## config.mk

```make
export PLATFORM = sky130hd
export DESIGN_NAME = jpeg_bit_packer_byte_stuffing_core_flat
export DESIGN_NICKNAME = d
export VERILOG_FILES = /design/src/design/jpbp_pkg.sv /design/src/design/jpbp_if.sv /design/src/design/jpeg_bit_packer_byte_stuffing_core.sv /design/src/flat_wrapper.sv
export SDC_FILE = /design/constraint.sdc
export NUM_CORES = 1
export LEC_CHECK = 0
export BUFFER_PORTS_ARGS = -buffer_cell sky130_fd_sc_hd__buf_2
export CAP_MARGIN = 20
export CORE_MARGIN = 1
export CORE_UTILIZATION = 60
export CTS_BUF_LIST = sky130_fd_sc_hd__clkbuf_4 sky130_fd_sc_hd__clkbuf_8
export DETAILED_ROUTE_END_ITERATION = 7
export HOLD_SLACK_MARGIN = 0.15
export PLACE_DENSITY = 0.9
export SYNTH_ARGS = -nofsm -noshare
export SYNTH_HDL_FRONTEND = slang
export SYNTH_SLANG_ARGS = --single-unit
```

## constraint.sdc

```tcl
create_clock -name clk_i -period 14.45 [get_ports clk_i]
set_clock_uncertainty 0.1 [all_clocks]
set_input_delay 1.445 -clock clk_i [delete_from_list [all_inputs] [get_ports clk_i]]
set_output_delay 1.445 -clock clk_i [all_outputs]
set_load 0.1 [all_outputs]
```

## src/design/jpbp_pkg.sv

```systemverilog
`default_nettype none
package jpbp_pkg;

  localparam int unsigned CodeW     = 16;
  localparam int unsigned LenW      = 5;
  localparam int unsigned ByteW     = 8;
  localparam int unsigned MaxBeats  = 4;
  localparam int unsigned CntW      = 3;
  localparam int unsigned AccW      = 24;

  localparam logic [ByteW-1:0] ByteAllOnes = 8'hFF;
  localparam logic [2:0]       TopBitIdx   = 3'd7;
  localparam logic [LenW-1:0]  MaxCodeLen  = 5'd16;

  typedef enum logic {
    ACT_APPEND = 1'b0,
    ACT_FLUSH  = 1'b1
  } action_e;

endpackage
`default_nettype wire

```

## src/design/jpbp_if.sv

```systemverilog
`default_nettype none
interface jpbp_in_if;
  logic        valid;
  logic        ready;
  logic        action;
  logic [15:0] code_value;
  logic [4:0]  code_length;

  modport source (output valid, action, code_value, code_length, input ready);
  modport sink   (input valid, action, code_value, code_length, output ready);
endinterface

interface jpbp_out_if;
  logic       valid;
  logic       ready;
  logic [7:0] out_byte;
  logic       last;

  modport source (output valid, out_byte, last, input ready);
  modport sink   (input valid, out_byte, last, output ready);
endinterface
`default_nettype wire

```

## src/design/jpeg_bit_packer_byte_stuffing_core.sv

```systemverilog
`default_nettype none
// JPEG scan bit packer with byte stuffing.
// in_i  : one beat per code. action=0 appends code_length (saturated at 16)
//         bits of code_value, MSB first; action=1 pads the open byte with ones
//         and emits it.
// out_o : one beat per scan byte. Every 0xFF is followed by a stuffed 0x00.
//         last marks the final byte produced by one input beat.
// Latency: the first output byte of an item is valid the cycle after the
//         input beat is taken.
// Throughput: one input beat per cycle while each item yields at most one
//         byte and out_o.ready is high. An item that yields k bytes (up to 4:
//         two full bytes, each possibly stuffed) holds the input while the
//         output port drains one byte per cycle (with out_o.ready high) from
//         the result buffer; the next input is taken in the same cycle the
//         last byte leaves. Items yielding no byte give no output beat.
// Stall: while out_o.ready is low the result buffer holds its bytes steady
//         and in_i.ready stays low once the buffer has anything left.
// Reset: asynchronous, active low; clears the open byte to zero, sets the
//         next free bit to position 7 (MSB) and empties the result buffer.
module jpeg_bit_packer_byte_stuffing_core (
  input  wire logic  clk_i,
  input  wire logic  rst_ni,
  jpbp_in_if.sink    in_i,
  jpbp_out_if.source out_o
);
  import jpbp_pkg::*;

  // bit-assembly state
  logic [ByteW-1:0] pend_q, pend_d;
  logic [2:0]       free_q, free_d;

  // result buffer, entry 0 is presented on the port
  logic [ByteW-1:0] buf_q [MaxBeats];
  logic [ByteW-1:0] buf_d [MaxBeats];
  logic [CntW-1:0]  cnt_q, cnt_d;

  logic in_fire, out_fire;

  // per-item packing
  logic [LenW-1:0]  len_sat;
  logic [16:0]      mask17;
  logic [CodeW-1:0] code_m;
  logic [2:0]       n_pend;
  logic [LenW-1:0]  total;
  logic [LenW-1:0]  shamt;
  logic [AccW-1:0]  acc;
  logic [8:0]       pad9;
  logic [ByteW-1:0] byte0, byte1;
  logic [1:0]       n_full;
  logic             stuff0, stuff1;
  logic [CntW-1:0]  new_cnt;

  assign out_o.valid    = (cnt_q != '0);
  assign out_o.out_byte = buf_q[0];
  assign out_o.last     = (cnt_q == CntW'(1));
  assign out_fire       = out_o.valid & out_o.ready;

  // free once the buffer is empty or its last byte is leaving now
  assign in_i.ready = (cnt_q == '0) || ((cnt_q == CntW'(1)) && out_o.ready);
  assign in_fire    = in_i.valid & in_i.ready;

  always_comb begin
    len_sat = (in_i.code_length > MaxCodeLen) ? MaxCodeLen : in_i.code_length;
    mask17  = (17'd1 << len_sat) - 17'd1;
    code_m  = in_i.code_value & mask17[CodeW-1:0];
    n_pend  = ~free_q;                       // bits already in the open byte
    total   = LenW'(n_pend) + len_sat;       // at most 23
    shamt   = LenW'(AccW) - total;           // 1 .. 24
    acc     = {pend_q, 16'h0000} | (AccW'(code_m) << shamt);
    pad9    = (9'd2 << free_q) - 9'd1;       // ones in bits free..0

    if (action_e'(in_i.action) == ACT_FLUSH) begin
      byte0  = pend_q | pad9[ByteW-1:0];
      byte1  = '0;
      n_full = 2'd1;
      pend_d = '0;
      free_d = TopBitIdx;
    end else begin
      byte0  = acc[23:16];
      byte1  = acc[15:8];
      n_full = total[4:3];
      free_d = ~total[2:0];
      unique case (n_full)
        2'd0:    pend_d = acc[23:16];
        2'd1:    pend_d = acc[15:8];
        default: pend_d = acc[7:0];
      endcase
    end

    stuff0 = (byte0 == ByteAllOnes);
    stuff1 = (byte1 == ByteAllOnes);

    unique case (n_full)
      2'd0:    new_cnt = '0;
      2'd1:    new_cnt = CntW'(1) + CntW'(stuff0);
      default: new_cnt = CntW'(2) + CntW'(stuff0) + CntW'(stuff1);
    endcase
  end

  always_comb begin
    cnt_d = cnt_q;
    for (int i = 0; i < MaxBeats; i++) begin
      buf_d[i] = buf_q[i];
    end
    if (in_fire) begin
      // byte0, [0x00], byte1, [0x00]; unused slots may hold leftover bits
      buf_d[0] = byte0;
      buf_d[1] = stuff0 ? 8'h00 : byte1;
      buf_d[2] = stuff0 ? byte1 : 8'h00;
      buf_d[3] = 8'h00;
      cnt_d    = new_cnt;
    end else if (out_fire) begin
      for (int i = 0; i < MaxBeats - 1; i++) begin
        buf_d[i] = buf_q[i+1];
      end
      cnt_d = cnt_q - CntW'(1);
    end
  end

  always_ff @(posedge clk_i or negedge rst_ni) begin
    if (!rst_ni) begin
      pend_q <= '0;
      free_q <= TopBitIdx;
      cnt_q  <= '0;
    end else begin
      cnt_q <= cnt_d;
      if (in_fire) begin
        pend_q <= pend_d;
        free_q <= free_d;
      end
    end
  end

  always_ff @(posedge clk_i) begin
    for (int i = 0; i < MaxBeats; i++) begin
      buf_q[i] <= buf_d[i];
    end
  end

endmodule
`default_nettype wire

```

## src/flat_wrapper.sv

```systemverilog
// flat-port wrapper written by rule: the top's interface ports become plain ports
module jpeg_bit_packer_byte_stuffing_core_flat import jpbp_pkg::*;
  (clk_i, rst_ni, in_i_valid, in_i_action, in_i_code_value, in_i_code_length, in_i_ready, out_o_valid, out_o_out_byte, out_o_last, out_o_ready);
  jpbp_in_if in_i_i ();
  jpbp_out_if out_o_i ();
  input  wire logic clk_i;
  input  wire logic rst_ni;
  input wire logic [$bits(in_i_i.valid)-1:0] in_i_valid;
  input wire logic [$bits(in_i_i.action)-1:0] in_i_action;
  input wire logic [$bits(in_i_i.code_value)-1:0] in_i_code_value;
  input wire logic [$bits(in_i_i.code_length)-1:0] in_i_code_length;
  output wire logic [$bits(in_i_i.ready)-1:0] in_i_ready;
  output wire logic [$bits(out_o_i.valid)-1:0] out_o_valid;
  output wire logic [$bits(out_o_i.out_byte)-1:0] out_o_out_byte;
  output wire logic [$bits(out_o_i.last)-1:0] out_o_last;
  input wire logic [$bits(out_o_i.ready)-1:0] out_o_ready;
  assign in_i_i.valid = in_i_valid;
  assign in_i_i.action = in_i_action;
  assign in_i_i.code_value = in_i_code_value;
  assign in_i_i.code_length = in_i_code_length;
  assign in_i_ready = in_i_i.ready;
  assign out_o_valid = out_o_i.valid;
  assign out_o_out_byte = out_o_i.out_byte;
  assign out_o_last = out_o_i.last;
  assign out_o_i.ready = out_o_ready;
  jpeg_bit_packer_byte_stuffing_core u_core (.clk_i(clk_i), .rst_ni(rst_ni), .in_i(in_i_i), .out_o(out_o_i));
endmodule
```

# Word-level counts from Yosys, hierarchy flattened
# Memories as Yosys holds them, arrays and structs flattened.
# Cells that the tools add are included.
[classes]
n_lt_le_gt_ge = 1
eq_ne = 5
bitwise = 7
muxes = 15
n_reduce_logical = 7
add_sub_neg = 8
shifts = 3
[op_table]
columns = ["cell", "count"]
rows = [
  ["2-to-1 mux 24 bit", 2],
  ["2-to-1 mux 8 bit", 6],
  ["OR 24 bit", 1],
  ["left shift 16 x 5 -> 24 bit", 1],
  ["bitwise AND 16 bit", 1],
  ["equality test 8 bit, second input constant", 2],
  ["one-hot mux 8 bit (2 select lines)", 1],
  ["left shift 1 x 5 -> 16 bit, first input constant", 1],
  ["subtractor 16 x 1 -> 16 bit, second input constant", 1],
  ["2-to-1 mux 3 bit", 3],
  ["OR 8 bit", 1],
  ["left shift 2 x 3 -> 8 bit, first input constant", 1],
  ["subtractor 8 x 1 -> 8 bit, second input constant", 1],
  ["NOT 3 bit", 2],
  ["one-hot mux 3 bit (2 select lines)", 1],
  ["adder 3 x 5 -> 5 bit", 1],
  ["> comparator 5 bit, second input constant", 1],
  ["2-to-1 mux 5 bit", 1],
  ["subtractor 5 bit, first input constant", 1],
  ["equality test 2 x 1 -> 1 bit, second input constant", 2],
  ["logical NOT 2 bit", 2],
  ["adder 2 x 1 -> 3 bit, first input constant", 1],
  ["adder 3 x 1 -> 3 bit", 1],
  ["equality test 3 x 1 -> 1 bit, second input constant", 1],
  ["other kinds (9)", 10],
]
[totals]
elab_cells = 50
mem_bits_rw = 32
memories = 1
out_inout_bits = 11
regBits = 14
inputBits = 26
[memory_table]
columns = ["memory", "words", "word_bits", "rd", "rd_ports_with_merged_regs", "wr", "line_no", "text"]
rows = [
  ["u_core.buf_q", 4, 8, 4, 0, 4, "jpeg_bit_packer_byte_stuffing_core.sv:33", "logic [ByteW-1:0] buf_q [MaxBeats];"],
]

# Depth between registers and ports, before layout
# Gate-level depths: netlist of run 1.
[depth]
depth_word = 13
ltp_mapped = 23
ltp_nobuf = 18

# Worst setup path before layout of run 1
# Ideal clock, no wire load.
[synth_timing]
path_kind = "input-to-reg"
start = "in in_i_code_length[4]"
end = "reg u_core.cnt_q[0]"
slack_ns = 8.544
arrival_time_ns = 5.681
t_required_ns = 14.225
n_path_buf = 6
setup_time_ns = 0.125
path_stages = 20
cell_sequence = "buf_2 -> buf_1 -> nor2b_1 -> ha_1 -> buf_2 -> inv_2 -> clkbuf_1 -> ha_1 -> xnor3_1 -> clkbuf_1 -> clkbuf_1 -> o22ai_1 -> a211oi_1 -> o21ai_1 -> nand2b_1 -> or4_1 -> nor4_1 -> ha_1 -> a31oi_1 -> a21oi_1"
[synth_between]
elab_chain_len = 13
[synth_rtl]
columns = ["item", "line_no", "text"]
rows = [
  ["start, declared", "flat_wrapper.sv:11", "input wire logic [$bits(in_i_i.code_length)-1:0] in_i_code_length;"],
  ["> comparator 5 bit", "jpeg_bit_packer_byte_stuffing_core.sv:63", "len_sat = (in_i.code_length > MaxCodeLen) ? MaxCodeLen : in_i.code_length;"],
  ["2-to-1 mux 5 bit (*)", "jpeg_bit_packer_byte_stuffing_core.sv:63", ""],
  ["left shift 1 x 5 -> 16 bit", "jpeg_bit_packer_byte_stuffing_core.sv:64", "mask17 = (17'd1 << len_sat) - 17'd1;"],
  ["subtractor 16 x 1 -> 16 bit", "jpeg_bit_packer_byte_stuffing_core.sv:64", ""],
  ["bitwise AND 16 bit", "jpeg_bit_packer_byte_stuffing_core.sv:65", "code_m = in_i.code_value & mask17[CodeW-1:0];"],
  ["left shift 16 x 5 -> 24 bit", "jpeg_bit_packer_byte_stuffing_core.sv:69", "acc = {pend_q, 16'h0000} | (AccW'(code_m) << shamt);"],
  ["OR 24 bit", "jpeg_bit_packer_byte_stuffing_core.sv:69", ""],
  ["2-to-1 mux 8 bit", "jpeg_bit_packer_byte_stuffing_core.sv:72", "if (action_e'(in_i.action) == ACT_FLUSH) begin"],
  ["equality test 8 bit", "jpeg_bit_packer_byte_stuffing_core.sv:90", "stuff0 = (byte0 == ByteAllOnes);"],
  ["adder 2 x 1 -> 3 bit", "jpeg_bit_packer_byte_stuffing_core.sv:96", "default: new_cnt = CntW'(2) + CntW'(stuff0) + CntW'(stuff1);"],
  ["adder 3 x 1 -> 3 bit", "jpeg_bit_packer_byte_stuffing_core.sv:96", ""],
  ["one-hot mux 3 bit (2 select lines) (*)", "jpeg_bit_packer_byte_stuffing_core.sv:93", "unique case (n_full)"],
  ["2-to-1 mux 3 bit (*)", "jpeg_bit_packer_byte_stuffing_core.sv:105", "if (in_fire) begin"],
  ["end signal, assigned", "jpeg_bit_packer_byte_stuffing_core.sv:126", "cnt_q <= cnt_d;"],
  ["end, declared", "jpeg_bit_packer_byte_stuffing_core.sv:35", "logic [CntW-1:0] cnt_q, cnt_d;"],
]
# Mark *: on every way between the ends. The rest lies on a longest branch, timed or not.
# A chain may end at the register's enable or synchronous reset.

# Worst setup path after layout of run 1
[layout_timing]
start = "in in_i_code_length[4]"
end = "reg u_core.cnt_q[2]"
# The elaborated chain is that of the path after synthesis.

==> summary.md, run 1 <==
| Metric | Value |
|---|---|
| Status | `completed` |
| Fillers | `587` |
| Most frequent cells in the layout | `61 x nand2_1, 39 x o21ai_0, 36 x buf_2` |
| Final setup TNS | `0 ps` |
| Compound-Gate Fraction of Synth Area | `35.5%` |
| Core area | `6940 µm²` |
| Worst-skew pair later-pin latency | `290 ps` |
| Effective utilization at floorplan | `63.2%` |
| Mean Syn Cell Area | `7.88 µm²` |
| Die height | `slightly below 90 µm` |
| Prevailing post-synth register cell | `edfxtp_1` |
| Clock Tree Root | `clkbuf_8` |
| Clock transition at the registers of the reported paths | `70 ps` |
| DP HPWL | `10400 µm` |
| Minimum clock period | `roughly 6600 ps` |
| Gr usage total | `a little under two fifths` |
| Per-cell routed wire length | `21.5 µm` |
| Register area | `1070 µm²` |
| Syn_nets | `594` |
| CP most frequent cell | `ha_1` |
| Endpoints failing setup | `0` |
| CTS tree | `built` |
| Max-cap violation count | `0` |
| Area share of and/or/nand/nor cells after synthesis | `26.2%` |
| EDFF count, synth | `24` |
| # clock sinks | `38` |
| Worst-margin pin slew | `1000 ps` |
| Startpoint types | `input port` |
| # Post-CTS Setup Buffers | `0` |
| Dpl ws | `7720 ps` |
| CP Class | `in -> reg` |
| Largest family of logic cells by synthesized area | `compound AO/OA/AOI/OAI gates` |
| Vias in the first global route | `about 4.3k` |
| Reg2Reg Capture Point | `u_core.cnt_q[2]` |
| FF+latch count, synth | `38` |
| Max Fclk | `152 MHz` |
| Routed Antenna Nets | `0` |
| Gate Count Post-Synth | `557` |
| XOR/XNOR Fraction of Synth Area | `2.45%` |
| Nets@finish | `596` |
| # H-tree levels | `2` |
| DR vias | `roughly 5.0k` |
| Post-Syn Area | `4390 µm²` |
| Synth async-reset ratio | `36.8%` |
| RSZ-0062 raised after global routing | `false` |
| Number of remaining DRC errors | `0` |
| Remaining global-route overflow | `0` |
| Post-synthesis sequential area ratio | `~24%` |
| Worst setup endpoint | `u_core.cnt_q[2]` |
| Post-DP Area | `4520 µm²` |
| Slew Limit Fails | `0` |
| Hold violation count in the final report | `0` |
| Multi-input logic area | `slightly above 3000 µm²` |
| Resized Gates After CTS | `0` |
| Worst slew margin | `33.0%` |
| Mux cell area share after synthesis | `~2.2%` |
| R2r setup slk | `about 9000 ps` |
| Layout cell share with drive strength beyond 1 | `13.9%` |
| First-pass GRT wire length | `22500 µm` |
| # hold bufs at CTS | `0` |
| CP peak stage delay | `between 700 and 800 ps` |
| Final WL | `14100 µm` |
| R2R depth | `17` |
| WP data required | `14540 ps` |
| CP Max Fanout | `31` |
| CP Data Arrival Time | `6670 ps` |
| CTS Buf Count | `5` |
| FF-to-FF Start | `u_core.free_q[0]` |
| Clock Path Buffers | `2` |
| Worst Setup End Kind | `flip-flop` |
| DR pass1 iterations | `5` |
| Boundary Pins | `37` |
| Leading cell type in the layout, fill and taps excluded | `nand2_1` |
| P&R area growth vs syn | `5.02%` |
| Fin worst setup slack | `7870 ps` |
| Via-to-Cell Ratio | `between 7 and 8` |
| Initial antenna violation count | `0` |
| # port buffers | `36` |
| Final core utilization | `between 60% and 70%` |
| CP Cell Sequence | `buf_2 -> nor2b_1 -> ha_1 -> fa_1 -> inv_1 -> ha_1 -> xnor3_1 -> o21ai_0 -> a211o_1 -> o221a_2 -> a221oi_1 -> o32ai_2 -> nand2b_4 -> inv_2 -> ha_1 -> nand3_1 -> nand2_1 -> a22o_1` |
| Crit. Startpoint | `in_i_code_length[4]` |
| Worst min path class | `reg -> reg` |
| Non-Filler Cell Area, Final | `4610 µm²` |
| Slowest cell on crit path | `a221oi_1` |
| GP Congestion | `1.00` |
| Period utilization | `45.5%` |
| # rows | `30` |
| Die area | `between 7000 and 8000 µm²` |
| Die X | `87.5 µm` |
| Synth Warn # | `0` |
| Ant. Diodes | `0` |
| Synth Area in Adders | `3.31%` |
| Pin count of the biggest net entering global routing | `49` |
| Detailed Route Iter0 Violations | `701` |
| Synth cell types | `82` |
==> synth_stat cells (7+ instances only) <==
| cell type | number | area (µm²) |
|---|---|---|
| o211ai_1 | 15 | 113 |
| edfxtp_1 | 24 | 721 |
| nor4_1 | 7 | 43.8 |
| dfrtp_1 | 11 | 275 |
| nand4_1 | 13 | 81.3 |
| nor3_1 | 18 | 90.1 |
| nand3_1 | 28 | 140 |
| nor2b_1 | 9 | 56.3 |
| and3_1 | 9 | 56.3 |
| ha_1 | 10 | 125 |
| nand2b_1 | 7 | 43.8 |
| a221oi_1 | 7 | 61.3 |
| a211o_1 | 8 | 70.1 |
| o21ai_0 | 39 | 195 |
| o2111ai_1 | 8 | 70.1 |
| a211oi_1 | 13 | 97.6 |
| nand2_1 | 61 | 229 |
| nor2_1 | 27 | 101 |
| a31oi_1 | 9 | 56.3 |
| buf_2 | 10 | 50.1 |
| a21oi_1 | 30 | 150 |
| o31ai_1 | 9 | 67.6 |
| o21a_1 | 10 | 75.1 |
| clkbuf_1 | 30 | 113 |
| inv_1 | 14 | 52.6 |
==> metal layers <==
metal	up-vias	global-route usage, %	share of wire [%]
met5	-	0	0
met4	0	12.1	3.2
met3	67	7.07	13
li1	2208	-	-
met2	410	58.7	45
met1	2285	54.0	39
==> layout make-up <==
type	count	share of cell area (%)
Sequential cell	38	23.3
Timing Repair Buffer	40	4.56
Clock inverter	2	0.217
Multi-Input combinational cell	458	66.4
Tap cell	96	2.61
Inverter	16	1.30
Clock buffer	6	1.66
==> how the worst min path moves through the flow <==
stage | endpoint | startpoint | cells past startpoint
after global routing | u_core.buf_q[1][7] | u_core.buf_q[2][7] | 2
after detailed placement | u_core.buf_q[0][7] | u_core.buf_q[1][7] | 1
after floorplan | u_core.pend_q[5] | u_core.pend_q[5] | 2
after CTS | u_core.buf_q[1][0] | u_core.buf_q[2][0] | 2
final | u_core.buf_q[1][0] | u_core.buf_q[2][0] | 2
after global placement | u_core.buf_q[0][1] | u_core.buf_q[1][1] | 2
==> sequential cells by signal (all words and copies together), names as in the netlist <==
| register | flops |
|---|---|
| u_core.cnt_q | 3 |
| u_core.free_q | 3 |
| u_core.buf_q | 24 |
| u_core.pend_q | 8 |
==> metrics by stage <==
| stage | cells | hold slack (ps) |
|---|---|---|
| 6_report | 656 | 427 |
| 4_1_cts | 656 | 432 |
| 3_3_place_gp | 648 | 393 |
| 2_1_floorplan | 557 | 373 |
| 5_1_grt | 656 | 455 |
| 3_5_place_dp | 648 | 409 |
==> cells by family (layout without fill, tap and decap cells) <==
family,after synthesis,in the layout
multiplexers,7,7
buffers and inverters,61,64
XOR/XNOR,9,9
AND/OR/NAND/NOR,218,218
AO/OA/AOI/OAI,213,213
adder cells (fa/ha/maj),11,11
flip-flops,38,38
==> worst max-delay path: cells and delay by family <==
family          cells  cell delay (ps)
compound gates      6             2030
fa+ha+maj           4             1390
xor+xnor            1              720
buf+inv             3              610
simple gates        4              460
Power of run 1 is left out: the tool's default activity adds up to more than one toggle a clock period on the data nets, which glitch-free logic cannot reach.
==> inputs of run 2 (changes only) <==
- CORE_UTILIZATION: 60 -> 57
- clock period: 14.45 -> 5.45 ns (I/O delays scaled with it)
==> summary.md, run 2 (synthesis gave the netlist of run 1 again) <==
| Metric | Value |
|---|---|
| # rows | `31 (+3.3%)` |
| CP Max Fanout | `11 (-65%)` |
| Worst Setup End Kind | `flip-flop` |
| CTS tree | `built` |
| Ant. Diodes | `0 (unchanged)` |
| Multi-input logic area | `3060 µm² (unchanged)` |
| Clock Path Buffers | `2 (unchanged)` |
| DR pass1 iterations | `7 (+2)` |
| Die X | `89.8 µm (+2.5%)` |
| Resized Gates After CTS | `0 (unchanged)` |
| R2r setup slk | `410 ps (-8480 ps)` |
| Final WL | `14900 µm (+6.2%)` |
| Per-cell routed wire length | `22.0 µm (+2.6%)` |
| First-pass GRT wire length | `24100 µm (+7.3%)` |
| Nets@finish | `616 (+3.4%)` |
| Clock Tree Root | `clkbuf_8` |
| # clock sinks | `38 (unchanged)` |
| # port buffers | `36 (unchanged)` |
| Routed Antenna Nets | `0 (unchanged)` |
| Max-cap violation count | `0 (unchanged)` |
| Biggest register | `u_core.buf_q` |
| Worst-skew pair later-pin latency | `300 ps (about the same)` |
| Clock transition at the registers of the reported paths | `80 ps (about the same)` |
| Max Fclk | `198 MHz` |
| Leading cell type in the layout, fill and taps excluded | `nand2_1` |
| Crit. Startpoint | `u_core.free_q[0]` |
| Fillers | `630 (+7.3%)` |
| Worst-margin pin slew | `1080 ps (+78.2 ps)` |
| P&R area growth vs syn | `8.83%` |
| Reg2Reg Capture Point | `u_core.cnt_q[2]` |
| DR vias | `4989 (+0.38%)` |
| CP Data Arrival Time | `5140 ps (-1530 ps)` |
| Largest regs | `u_core.buf_q (24), u_core.pend_q (8)` |
| Max FFs per register | `24 (unchanged)` |
| Endpoints failing setup | `0 (unchanged)` |
| Number of remaining DRC errors | `0 (unchanged)` |
| CP Class | `reg -> reg` |
| Detailed Route Iter0 Violations | `700 (-0.14%)` |
| R2R depth | `18 (+1)` |
| CTS Buf Count | `5 (unchanged)` |
| # Post-CTS Setup Buffers | `0 (unchanged)` |
| Gr usage total | `37.5% (-0.50 points)` |
| FF-to-FF Start | `u_core.free_q[0]` |
| Status | `completed` |
| Via-to-Cell Ratio | `7.35 (-3.0%)` |
| Core area | `7330 µm² (+5.6%)` |
| Register area | `1070 µm² (unchanged)` |
| Final setup TNS | `0 ps (unchanged)` |
| Remaining global-route overflow | `0 (unchanged)` |
| Minimum clock period | `5040 ps` |
| Layout cell share with drive strength beyond 1 | `16.6% (+2.6 points)` |
| DP HPWL | `11400 µm (+9.5%)` |
| Pin count of the biggest net entering global routing | `48 (-2.0%)` |
| WP data required | `5540 ps (-9000 ps)` |
| Worst slew margin | `27.8% (-5.2 points)` |
| Vias in the first global route | `4523 (+5.9%)` |
| RSZ-0062 raised after global routing | `false` |
| Startpoint types | `flip-flop` |
| Die area | `8060 µm² (+5.1%)` |
| Initial antenna violation count | `0 (unchanged)` |
| # H-tree levels | `2 (unchanged)` |
| Die height | `89.8 µm (+2.5%)` |
| Slew Limit Fails | `0 (unchanged)` |
| GP Congestion | `1.01 (+0.59%)` |
| Period utilization | `between 90 and 100%` |
| Hold violation count in the final report | `0 (unchanged)` |
| Worst min path class | `reg -> reg` |
| Worst setup endpoint | `u_core.cnt_q[2]` |
| Most frequent cells in the layout | `61 x nand2_1, 39 x o21ai_0, 36 x buf_2` |
| Boundary Pins | `37 (unchanged)` |
| Hold Path Stages | `2 (unchanged)` |
| Effective utilization at floorplan | `59.9% (-3.3 points)` |
run 2: cell types whose count changed in the layout (fill, tap and decap cells not counted):
cell,before,now
buf_12,0,1
dlygate4sd3_1,0,1
buf_4,4,22
clkinv_2,2,1
clkinv_1,0,1
clkinvlp_4,0,1
clkbuf_4,1,0
run 2: worst min path at each step:
stage                    endpoint                from
6_report       u_core.buf_q[1][7]  u_core.buf_q[2][7]
5_1_grt        u_core.buf_q[0][4]  u_core.buf_q[1][4]
4_1_cts        u_core.buf_q[1][7]  u_core.buf_q[2][7]
3_5_place_dp     u_core.pend_q[3]              rst_ni
3_3_place_gp     u_core.pend_q[1]              rst_ni
2_1_floorplan     u_core.cnt_q[0]              rst_ni
run 2: final cells by class:
type	instances	area share, %
Clock buffer	5	1.44
Clock inverter	3	0.340
Inverter	16	1.26
Multi-Input combinational cell	458	64.0
Sequential cell	38	22.5
Tap cell	99	2.59
Timing Repair Buffer	60	7.86
run 2: stage by stage:
step / setup WS (ps) / instances / hold WS [ps] / utilization [%] / cell area [µm²]
5_1_grt: 154 / 679 / 454 / 65.2 / 4780
3_5_place_dp: 216 / 670 / 376 / 63.9 / 4680
2_1_floorplan: 444 / 557 / 149 / - / 4390
4_1_cts: 503 / 679 / 424 / 65.2 / 4780
3_3_place_gp: 257 / 670 / 373 / 63.9 / 4680
6_report: 406 / 679 / 424 / 65.2 / 4780
run 2: worst max-delay path, stage by stage (launching register included):
cell,delay (ps)
dfstp_2,570
inv_1,120
ha_1,260
fa_1,540
inv_1,80
ha_1,520
and3b_1,220
a211o_1,370
nor4b_1,180
a211o_1,290
a311o_1,320
o22ai_1,310
o32ai_2,180
nand2b_4,180
inv_2,110
ha_1,220
nand3_1,70
nand2_1,60
a22o_1,230
run 2: metal layers:
metal  routed length, µm  part of all wire, %  GRT usage, %  vias to the layer above
met5                   0                    0             0                        -
met4                 437                  2.9          10.2                        0
met3                1840                   12          8.97                       51
met2                6570                   44          57.1                      365
met1                6100                   41          53.1                     2331
li1                    -                    -             -                     2242
run 2: what timing repair did:
action / in CTS / in global routing
endpoints found under the setup margin: 0 / 0
hold buffers: 1 / 0
hold endpoints to repair: 11 / 0
Power of run 2 is left out for the same reason.
==> inputs of run 3 (changes only) <==
- ABC_AREA: unset -> 1
- CORE_UTILIZATION: 57 -> 56
- PLACE_DENSITY: 0.9 -> 0.89
==> summary.md, run 3 <==
| Metric | Value |
|---|---|
| Clock transition at the registers of the reported paths | `80 ps (about the same)` |
| RSZ-0062 raised after global routing | `false` |
| Status | `finished with violations` |
| Syn_nets | `614 (+3.4%)` |
| CP Max Fanout | `14 (+3)` |
| GP Congestion | `1.00 (-0.61%)` |
| Ant. Diodes | `0 (unchanged)` |
| Max FFs per register | `24 (unchanged)` |
| PD cells | `640 nW/µm²` |
| Remaining global-route overflow | `0 (unchanged)` |
| Number of remaining DRC errors | `4 (+4)` |
| Post-Syn Area | `3830 µm² (-13%)` |
| WP data required | `5530 ps (about the same)` |
| CP Data Arrival Time | `4460 ps (-680 ps)` |
| Fin worst setup slack | `1070 ps (+669 ps)` |
| Synth Warn # | `0 (unchanged)` |
| Vias in the first global route | `3851 (-15%)` |
| # H-tree levels | `2 (unchanged)` |
| DP HPWL | `8790 µm (-23%)` |
| Pin count of the biggest net entering global routing | `29 (-40%)` |
| FF+latch count, synth | `38 (unchanged)` |
| Mean Syn Cell Area | `6.64 µm² (-16%)` |
| Hold violation count in the final report | `0 (unchanged)` |
| Worst min path class | `reg -> reg` |
| DR pass1 iterations | `8 (+1)` |
| Startpoint types | `input port` |
| Die height | `84.7 µm (-5.6%)` |
| Post-synthesis sequential area ratio | `28.1% (+3.6 points)` |
| First-pass GRT wire length | `18100 µm (-25%)` |
| CP Cell Sequence | `buf_2 -> inv_2 -> nand2_1 -> inv_1 -> fa_1 -> xnor2_1 -> nand2_1 -> nand2_2 -> nand2_2 -> nand2_4 -> inv_6 -> nor2_2 -> nand3_1 -> o21ai_0 -> nand3_1 -> nor4_1 -> ha_1 -> a31oi_1 -> a21oi_1` |
| Prevailing post-synth register cell | `edfxtp_1` |
| Minimum clock period | `4380 ps (-669 ps)` |
| Final setup TNS | `0 ps (unchanged)` |
| Effective utilization at floorplan | `59.3% (-0.57 points)` |
| DR vias | `4221 (-15%)` |
| Final WL | `11100 µm (-26%)` |
| Synth async-reset ratio | `36.8% (unchanged)` |
| Most frequent cells in the layout | `158 x nand2_1, 110 x nand3_1, 57 x inv_1` |
| Leak pwr | `1.99 nW` |
| Boundary Pins | `37 (unchanged)` |
| Failing checks | `DRC` |
| Worst-skew pair later-pin latency | `300 ps (about the same)` |
| CTS Buf Count | `5 (unchanged)` |
| Most frequent cell after synthesis | `nand2_1` |
| Nets@finish | `640 (+3.9%)` |
| Clock Path Buffers | `2 (unchanged)` |
| Worst Setup End Kind | `flip-flop` |
| Fillers | `614 (-2.5%)` |
| Top-area cell type share of the netlist area | `18.8% (+2.4 points)` |
| EDFF count, synth | `24 (unchanged)` |
| Initial antenna violation count | `0 (unchanged)` |
| Gr usage total | `31.7% (-5.9 points)` |
| Via-to-Cell Ratio | `6.20 (-16%)` |
| Largest regs | `u_core.buf_q (24), u_core.pend_q (8)` |
| Synth area leaders | `edfxtp_1 19%, nand2_1 15%, nand3_1 14%` |
| CP peak stage delay | `430 ps (-140 ps)` |
| Gate Count Post-Synth | `577 (+3.6%)` |
| # clock sinks | `38 (unchanged)` |
| Clock Tree Root | `clkbuf_8` |
| P&R area growth vs syn | `8.36%` |
| Period utilization | `80.3% (-12 points)` |
| CTS tree | `built` |
| # port buffers | `36 (unchanged)` |
| # Post-CTS Setup Buffers | `0 (unchanged)` |
| Max-cap violation count | `0 (unchanged)` |
| # rows | `29 (-6.5%)` |
| Dpl ws | `859 ps (+643 ps)` |
| Slew Limit Fails | `0 (unchanged)` |
| Final core utilization | `64.3% (-0.90 points)` |
| Core area | `6460 µm² (-12%)` |
| Layout cell share with drive strength beyond 1 | `16.7% (+0.17 points)` |
| Max Fclk | `229 MHz (+15%)` |
| Die X | `84.7 µm (-5.6%)` |
| Peak supply drop | `approximately 0.00024 V` |
| Routed Antenna Nets | `0 (unchanged)` |
| Worst slew margin | `36.4% (+8.6 points)` |
| Leading cell type in the layout, fill and taps excluded | `nand2_1` |
| Endpoints failing setup | `0 (unchanged)` |
| Synth cell types | `47 (-43%)` |
| Die area | `7180 µm² (-11%)` |
| Cell taking the most area after synthesis | `edfxtp_1` |
| CP Class | `in -> reg` |
| Worst-margin pin slew | `954 ps (-127 ps)` |
| Slowest cell on crit path | `fa_1` |
| Biggest register | `u_core.buf_q` |
| Synth top cells by count | `158 x nand2_1, 110 x nand3_1, 57 x inv_1, 30 x o21ai_0, 29 x nor2_1` |
| Detailed Route Iter0 Violations | `427 (-39%)` |
| Per-cell routed wire length | `16.2 µm (-26%)` |
## run 3: changes by cell type in the layout (fill, tap and decap cells not counted), moves of 13 or more
cell / before / now
a211oi_1: 13 / 0
a21oi_1: 30 / 12
buf_4: 22 / 3
inv_1: 14 / 57
nand2_1: 61 / 158
nand3_1: 28 / 110
nor3_1: 18 / 4
## run 3: where the power goes
part | switching (mW) | total, mW | internal [mW]
logic | 1.44 | 1.91 | 0.472
clock network | 0.106 | 0.242 | 0.136
registers | 0.0453 | 0.505 | 0.460
## run 3: cell type report
type / instances / area, µm² / area share (%)
tap: 77 / 96.3 / 2.32
inverter: 68 / 275 / 6.63
clock buffer: 5 / 68.8 / 1.66
timing repair buffer: 40 / 213 / 5.12
clock inverter: 3 / 45.0 / 1.08
sequential: 38 / 1070 / 25.9
multi-input combinational: 450 / 2380 / 57.3
## run 3: cell families after synthesis
family / Yosys count / share of synthesized area (%)
AO/OA/AOI/OAI: 73 / 11.6
XOR/XNOR: 1 / 0.229
adder cells (fa/ha/maj): 11 / 3.79
buffers and inverters: 89 / 9.86
flip-flops: 38 / 28.1
AND/OR/NAND/NOR: 365 / 46.5
## run 3: layer usage
layer	vias up	track usage (%)	routed length, µm
li1	2023	-	-
met1	1919	40.2	4490
met2	244	55.1	5220
met3	35	3.64	954
met4	0	12.5	389
met5	-	0	0
## run 3: worst max-delay path: cells and delay by family
family                     cells  cell delay, ps
xor gates and xnor gates       1             390
and+or+nand+nor                9            1790
AOI/OAI and AO/OA              3             410
buffers and inverters          4             590
adders and majority gates      2             740
## run 3: timing repair
action                    in CTS  in global routing
gates resized for setup        0                  0
hold buffers                   1                  0
hold endpoints to repair      11                  0
## run 3: path summary, 6_finish.rpt
| kind | depth (start not counted) | to | start | slack, ps |
|---|---|---|---|---|
| worst min-delay path | 2 | u_core.pend_q[0] | u_core.pend_q[0] | 400 |
| max in group asynchronous | 2 | u_core.free_q[0] | rst_ni | 4380 |
| min in group asynchronous | 2 | u_core.cnt_q[2] | rst_ni | 570 |
| worst max-delay path | 19 | u_core.cnt_q[0] | in_i_code_length[4] | 1070 |
| worst max register to register | 17 | u_core.cnt_q[0] | u_core.free_q[0] | 1120 |
| worst min register to register | 2 | u_core.pend_q[0] | u_core.pend_q[0] | 400 |
## run 3: stage by stage
stage	power (mW)	hold slack [ps]	instances	instance area [µm²]
5_1_grt	2.85	421	681	4150
6_report	2.66	402	681	4150
4_1_cts	2.62	397	681	4150
3_5_place_dp	2.38	365	672	4030
3_3_place_gp	2.34	357	672	4030
2_1_floorplan	2.00	149	577	3830
Note: power is estimated with default switching activity, not from simulation.
